<file path="config.mk">
export PLATFORM = sky130hd
export DESIGN_NAME = sacl_ctrl
export DESIGN_NICKNAME = d
export VERILOG_FILES = /design/src/design/sacl_pkg.sv /design/src/design/sacl_ctrl.sv
export SDC_FILE = /design/constraint.sdc
export NUM_CORES = 1
export LEC_CHECK = 0
export BUFFER_PORTS_ARGS = -buffer_cell sky130_fd_sc_hd__buf_2
export CORE_AREA = 2 2 39 41
export DETAILED_ROUTE_END_ITERATION = 10
export DIE_AREA = 0 0 41 43
export MAX_ROUTING_LAYER = met4
export RECOVER_POWER = 50
export SLEW_MARGIN = 40
export SYNTH_ARGS = -nofsm -noshare
export SYNTH_HDL_FRONTEND = slang
export SYNTH_SLANG_ARGS = --single-unit
</file>
<file path="constraint.sdc">
create_clock -name clock -period 1.6 [get_ports clock]
set_input_delay 0.32 -clock clock [delete_from_list [all_inputs] [get_ports clock]]
set_output_delay 0.32 -clock clock [all_outputs]
set_load 0.005 [all_outputs]
</file>
<file path="src/design/sacl_pkg.sv">
// shared constants, types and helpers for the set-associative cache lru tag model
// no dependencies; imported by every module of the block
package sacl_pkg;

   localparam int MAX_SETS    = 256;
   localparam int MAX_WAYS    = 8;
   localparam int SET_W       = $clog2(MAX_SETS);
   localparam int WAY_W       = $clog2(MAX_WAYS);
   localparam int RANK_MAX    = MAX_WAYS - 1;
   localparam int CNT_W       = 32;
   localparam int ADDR_W      = 64;
   localparam int OP_W        = 2;
   localparam int OUTC_W      = 2;
   localparam int CSR_IDX_W   = 2;
   localparam int CSR_DATA_W  = 8;
   localparam int SETB_W      = 4;
   localparam int BLKB_W      = 6;
   localparam int WAYS_W      = 4;
   localparam int SHIFT_W     = 7;

   localparam logic [OP_W-1:0] OP_LOAD   = 2'd0;
   localparam logic [OP_W-1:0] OP_STORE  = 2'd1;
   localparam logic [OP_W-1:0] OP_MODIFY = 2'd2;

   localparam logic [OUTC_W-1:0] OUTCOME_HIT   = 2'd0;
   localparam logic [OUTC_W-1:0] OUTCOME_FILL  = 2'd1;
   localparam logic [OUTC_W-1:0] OUTCOME_EVICT = 2'd2;

   localparam logic [CSR_IDX_W-1:0] CSR_SET_BITS   = 2'd0;
   localparam logic [CSR_IDX_W-1:0] CSR_BLOCK_BITS = 2'd1;
   localparam logic [CSR_IDX_W-1:0] CSR_WAYS       = 2'd2;

   typedef struct packed {
      logic accept;
      logic commit;
   } ctrl_cmd_type;

   typedef struct packed {
      logic out_full;
   } dp_status_type;

   typedef struct packed {
      logic [MAX_WAYS-1:0]            valid;
      logic [MAX_WAYS-1:0][WAY_W-1:0] rank;
   } meta_row_type;

   typedef logic [MAX_WAYS-1:0][ADDR_W-1:0] tag_row_type;

   // add 0..3 and stick at all ones
   function automatic logic [CNT_W-1:0] sat_add(input logic [CNT_W-1:0] cnt,
                                                input logic [1:0] inc);
      logic [CNT_W:0] sum;
      sum = {1'b0, cnt} + (CNT_W+1)'(inc);
      return sum[CNT_W] ? {CNT_W{1'b1}} : sum[CNT_W-1:0];
   endfunction

endpackage

</file>
<file path="src/design/sacl_ctrl.sv">
// controller of the cache tag model: two-state sequencer for accept and commit
// depends on sacl_pkg
module sacl_ctrl (
   input  logic                    clock,
   input  logic                    reset,
   input  logic                    req_valid,
   input  logic                    rsp_stall,
   input  sacl_pkg::dp_status_type status,
   output logic                    req_stall,
   output sacl_pkg::ctrl_cmd_type  cmd
);
   import sacl_pkg::*;

   typedef enum logic {ST_IDLE, ST_UPDATE} state_type;

   state_type state_ff;
   logic      stall_ff;

   assign req_stall  = stall_ff;
   assign cmd.accept = req_valid && !stall_ff;
   assign cmd.commit = (state_ff == ST_UPDATE) && (!status.out_full || !rsp_stall);

   always_ff @(posedge clock) begin
      if (reset) begin
         state_ff <= ST_IDLE;
         stall_ff <= 1'b0;
      end else begin
         unique case (state_ff)
            ST_IDLE: begin
               if (cmd.accept) begin
                  state_ff <= ST_UPDATE;
                  stall_ff <= 1'b1;
               end
            end
            ST_UPDATE: begin
               if (cmd.commit) begin
                  state_ff <= ST_IDLE;
                  stall_ff <= 1'b0;
               end
            end
            default: begin
               state_ff <= ST_IDLE;
               stall_ff <= 1'b0;
            end
         endcase
      end
   end

endmodule

</file>
==> metrics.md, run 1 <==
| Metric | Value |
|---|---|
| Status | `complete, no violations` |
| Final Power | `0.1921 mW` |
| Die Y | `43 µm` |
| Cell count after synthesis | `10` |
| CTS buffer count | `3` |
| DP Cell Count | `33` |
| Finished Layout Cells | `36` |
| Top delay family on crit path | `flip-flops` |
| CP required | `1.28 ns` |
| Setup-failing EPs final | `0` |
| GRT Overall Usage | `0.03285` |
| Top cells by count, synth | `2 x a21oi_1, 2 x dfxtp_1, 2 x nand3_1` |
| Post-Synth Simple-Gate Area | `0.2973` |
| Hold worst-path end | `req_stall$_SDFFE_PP0P_` |
| DRC Markers | `0` |
| Routed len/inst | `6.056 µm` |
| Overflow after GRT | `0` |
| R2r startpoint | `req_stall$_SDFFE_PP0P_` |
| Critical path startpoint category | `flop` |
| Iteration-0 DRC Markers | `0` |
| Diodes inserted | `0` |
| Post-Syn Nets | `15` |
| Min-delay src | `reset` |
| WP depth | `2` |
| Period utilization | `0.7775` |
| Worst-case clock skew | `0.005060 ns` |
| WS Path Type | `flop to primary output` |
| RD Place Congestion | `0.4201` |
| Cts hold-fix bufs | `0` |
| Crit path max-delay cell type | `dfxtp_1` |
| Hold depth | `2` |
| Async set-reset flop share out of synthesis | `0` |
| Max Cap Viol | `0` |
| First-pass GRT wire length | `234 µm` |
| Port Buffers | `7` |
| Post-synth top area cell | `dfxtp_1` |
| Io pins | `8` |
| Crit end category | `primary output` |
| Clk network pwr share | `0.578` |
| Worst-margin pin slew | `0.1191 ns` |
| Switch share | `0.2115` |
| Yosys warnings | `0` |
| Fill cells | `154` |
| Adder-Cell Fraction of Synth Area | `0` |
| Antenna violation net count after detailed routing | `0` |
| Yosys reg bits | `2` |
| Max Slew Vio Count | `0` |
| Die X | `41 µm` |
| Area Overhead vs Synth | `83.78%` |
| PwrDens | `1129 mW/mm²` |
| Site row count | `14` |
| Register-to-register setup slack | `0.68 ns` |
| RSZ-0062 raised after global routing | `false` |
| R2r endpoint | `state_ff$_SDFF_PP0_` |
| CP Cell Sequence | `and2b_2 -> buf_2` |
| Bufs on Longest Clock Path | `2` |
| Syn Std Cell Area | `92.59 µm²` |
| Register share of total power | `0.304` |
| Minimum clock period | `1.244 ns` |
| Setup TNS | `0 ns` |
| Slew headroom | `0.9199` |
| Final hold violation count | `0` |
| Hold slack | `0.2654 ns` |
| Clk Latency, worst-skew pair | `0.22 ns` |
| Area occupied by multi-input gates | `52.55 µm²` |
| XOR/XNOR share of the synthesized area | `0` |
| Switch Pwr | `0.04063 mW` |
| Cell-internal power | `0.1515 mW` |
| Core area | `0.001384 mm²` |
| Highest clock rate | `803.9 MHz` |
| CP max FO | `5` |
| Reg2reg path depth | `2` |
| Top post-synthesis cells by area | `dfxtp_1 43%, a21oi_1 11%, nand3_1 11%` |
| Via density | `3.111` |
| Die area | `0.001763 mm²` |
| VDD IR max | `0.1137 mV` |
| Root Driver | `clkbuf_4` |
| Post-synthesis mux area share | `0` |
| Top cell type's share of synthesized area | `0.4324` |
| Starting Density | `0.06691` |
| EDFF count, synth | `0` |
| Largest family of logic cells by synthesized area | `simple AND/OR/NAND/NOR gates` |
| Initial antenna violation count | `0` |
| Main synth FF type | `dfxtp_1` |
| Combinational Power Share | `0.119` |
| Vias in the first global route | `66` |
| 1st-pass router iterations | `1` |
| Pin count of the biggest net entering global routing | `6` |
| CTS clock-pin slew for the worst setup and hold paths | `0.03 ns` |
| Critical Path AT | `0.92 ns` |
| Hold Crit Class | `input port to flop` |
| Synth Area in Compound Gates | `0.2703` |
| DR vias | `112` |
| Share of cells above drive strength 1 | `0.5500` |
| Average size of a mapped cell | `9.259 µm²` |
| Sequential Area | `40.04 µm²` |
| Clk sink count | `2` |
| CP bufs+invs | `1` |
| Nets | `27` |
| Post-CTS setup buffers | `0` |
| Register area share after synthesis | `0.4324` |
| Yosys cell types | `7` |
| Static Leak | `0.07732 nW` |
| Htree depth | `1` |
| CTS tree | `done` |
| Critical Path Max Stage Delay | `0.36 ns` |
| Resized Gates After CTS | `0` |
| Drt total wl | `218 µm` |
per-stage QoR:
step	util	area, µm²	setup WS [ns]
floorplan	-	92.59	0.6928
global placement	0.1067	147.6	0.5634
detailed placement	0.1067	147.6	0.5581
CTS	0.1230	170.2	0.3376
global route	0.1230	170.2	0.3132
finish	0.1230	170.2	0.3560
cell families after synthesis:
kind of cell / Yosys count
AOI/OAI and AO/OA: 4
DFF: 2
and+or+nand+nor: 4
cells in the final DEF (no fill, tap or decap):
cell type	synthesis	routed
a21oi_1	2	2
a21boi_0	1	1
and2b_2	1	1
clkbuf_4	0	3
o21bai_1	1	1
dfxtp_1	2	2
nand3_1	2	2
or3b_1	1	1
buf_2	0	7
worst max path at each step:
stage / start / to / slack (ns)
final: req_stall$_SDFFE_PP0P_ / cmd[1] / 0.36
after CTS: req_stall$_SDFFE_PP0P_ / cmd[1] / 0.34
after global routing: req_stall$_SDFFE_PP0P_ / cmd[1] / 0.31
after detailed placement: req_valid / cmd[1] / 0.56
after floorplan: req_stall$_SDFFE_PP0P_ / cmd[1] / 0.69
after global placement: req_valid / cmd[1] / 0.56
sequential cells by signal, indices dropped and copies added, names as in the netlist:
signal / cells
req_stall: 1
state_ff: 1
layer usage:
metal / share of wire / global-route usage
met3: 0.25 / 0.07853
met5: 0 / -
met1: 0.43 / 0.01278
met4: 0 / 0.04000
met2: 0.32 / 0.02188
power groups by stage:
stage / logic (mW) / clock network [mW] / registers, mW
CTS: 0.0232 / 0.118 / 0.0585
global placement: 0.0231 / 0 / 0.0590
floorplan: 0.0103 / 0 / 0.0586
detailed placement: 0.0232 / 0 / 0.0592
finish: 0.0229 / 0.111 / 0.0583
global route: 0.0258 / 0.121 / 0.0589
final cells by class:
cell class | count | share of cell area
repair buffers | 7 | 0.2059
flip-flops and latches | 2 | 0.2353
well taps | 16 | 0.1176
clock buffers | 3 | 0.1324
multi-input cells | 8 | 0.3088
worst reg2reg max path: cells and delay by family, from the launching register on:
family | cells | cell delay (ns)
AO/OA/AOI/OAI | 1 | 0.15
AND/OR/NAND/NOR | 1 | 0.37
flip-flops | 1 | 0.32
Note: power is estimated with default switching activity, not from simulation.
==> inputs of run 2 (changes only) <==
- clock period: 1.6 -> 1.2 ns (I/O delays scaled with it)
==> metrics.md, run 2 (same netlist as run 1, synthesis figures left out) <==
| Metric | Value |
|---|---|
| Status | `complete, no violations` |
| Period utilization | `0.9360` |
| Post-CTS setup buffers | `0` |
| Minimum clock period | `1.123 ns` |
| Setup TNS | `0 ns` |
| Max Slew Vio Count | `0` |
| Share of cells above drive strength 1 | `0.6000` |
| Starting Density | `0.06691` |
| Io pins | `8` |
| Routed len/inst | `6.306 µm` |
| Final Util | `0.1239` |
| CTS buffer count | `3` |
| CP Cell Sequence | `and2b_2 -> buf_2` |
| Setup-failing EPs final | `0` |
| Clk Latency, worst-skew pair | `0.22 ns` |
| GRT Overall Usage | `0.03491` |
| Port Buffers | `7` |
| RSZ-0062 raised after global routing | `false` |
| Initial antenna violation count | `0` |
| Final Power | `0.2564 mW` |
| Hold slack | `0.1799 ns` |
| Critical path startpoint category | `flop` |
| Hold Crit Class | `input port to flop` |
| Crit end category | `primary output` |
| Clk sink count | `2` |
| Cts hold-fix bufs | `0` |
| Nets | `27` |
| CP max FO | `5` |
| Vias in the first global route | `79` |
| Overflow after GRT | `0` |
| CTS tree | `done` |
| Drt total wl | `227 µm` |
| Critical Path AT | `0.88 ns` |
| 1st-pass router iterations | `1` |
| Site row count | `14` |
| Max Cap Viol | `0` |
| PwrDens | `1496 mW/mm²` |
| Setup ws final | `0.07681 ns` |
| DP Cell Count | `33` |
| Worst-case clock skew | `0.002919 ns` |
| RD Place Congestion | `0.4151` |
| Iteration-0 DRC Markers | `0` |
| VDD IR max | `0.1559 mV` |
| WS Path Type | `flop to primary output` |
| Core area | `0.001384 mm²` |
| Worst-margin pin slew | `0.1240 ns` |
| Top delay family on crit path | `flip-flops` |
| Static Leak | `0.07755 nW` |
| Post-place instance area | `147.6 µm²` |
| First-pass GRT wire length | `255 µm` |
| Diodes inserted | `0` |
| Die X | `41 µm` |
| DRC Markers | `0` |
| Root Driver | `clkbuf_4` |
| Finished Cell Area | `171.4 µm²` |
| Antenna violation net count after detailed routing | `0` |
| Htree depth | `1` |
| Die area | `0.001763 mm²` |
| CP bufs+invs | `1` |
| Area Overhead vs Synth | `85.13%` |
| Finished Layout Cells | `36` |
| DR vias | `110` |
| Highest clock rate | `890.3 MHz` |
| CP required | `0.96 ns` |
| Pin count of the biggest net entering global routing | `6` |
| Die Y | `43 µm` |
| CTS clock-pin slew for the worst setup and hold paths | `0.03 ns` |
| Via density | `3.056` |
| Critical Path Max Stage Delay | `0.34 ns` |
| Final hold violation count | `0` |
| Slew headroom | `0.9166` |
| Crit path max-delay cell type | `dfxtp_2` |
| Dpl ws | `0.2692 ns` |
| Bufs on Longest Clock Path | `2` |
| Most frequent cells in the layout | `7 x buf_2, 3 x clkbuf_4, 2 x nand3_1, 2 x a21oi_1` |
| Commonest non-fill, non-tap cell in the layout | `buf_2` |
[run 2: cell types whose count changed in the layout (fill, tap and decap cells not counted)]
cell / before / now
dfxtp_1: 2 / 1
dfxtp_2: 0 / 1
[run 2: worst paths after layout]
path / to / cells after the start / startpoint / slack, ns
max: cmd[1] / 2 / req_stall$_SDFFE_PP0P_ / 0.08
min: req_stall$_SDFFE_PP0P_ / 2 / reset / 0.18
max reg2reg: state_ff$_SDFF_PP0_ / 2 / req_stall$_SDFFE_PP0P_ / 0.29
min reg2reg: req_stall$_SDFFE_PP0P_ / 2 / req_stall$_SDFFE_PP0P_ / 0.49
[run 2: repair_timing]
item	4_1_cts	5_1_grt
setup endpoints to repair	0	1
gates resized for setup	0	1
endpoints found under the hold margin	0	0
[run 2: report_power, final]
part / switching, mW / internal, mW
logic: 0.0115 / 0.0190
clock network: 0.0373 / 0.110
registers: 0.00488 / 0.0735
total: 0.0537 / 0.203
[run 2: metal layers]
metal / vias to the layer above / GRT usage / routed length, µm
li1: 58 / - / -
met1: 44 / 0.01278 / 81
met2: 8 / 0.02813 / 87
met3: 0 / 0.06283 / 58
met4: 0 / 0.06000 / 0
met5: - / - / 0
[run 2: cell type report]
class / count / area [µm²]
fillers: 156 / 1212
multi-input cells: 8 / 52.55
flip-flops and latches: 2 / 41.29
repair buffers: 7 / 35.03
clock buffers: 3 / 22.52
well taps: 16 / 20.02
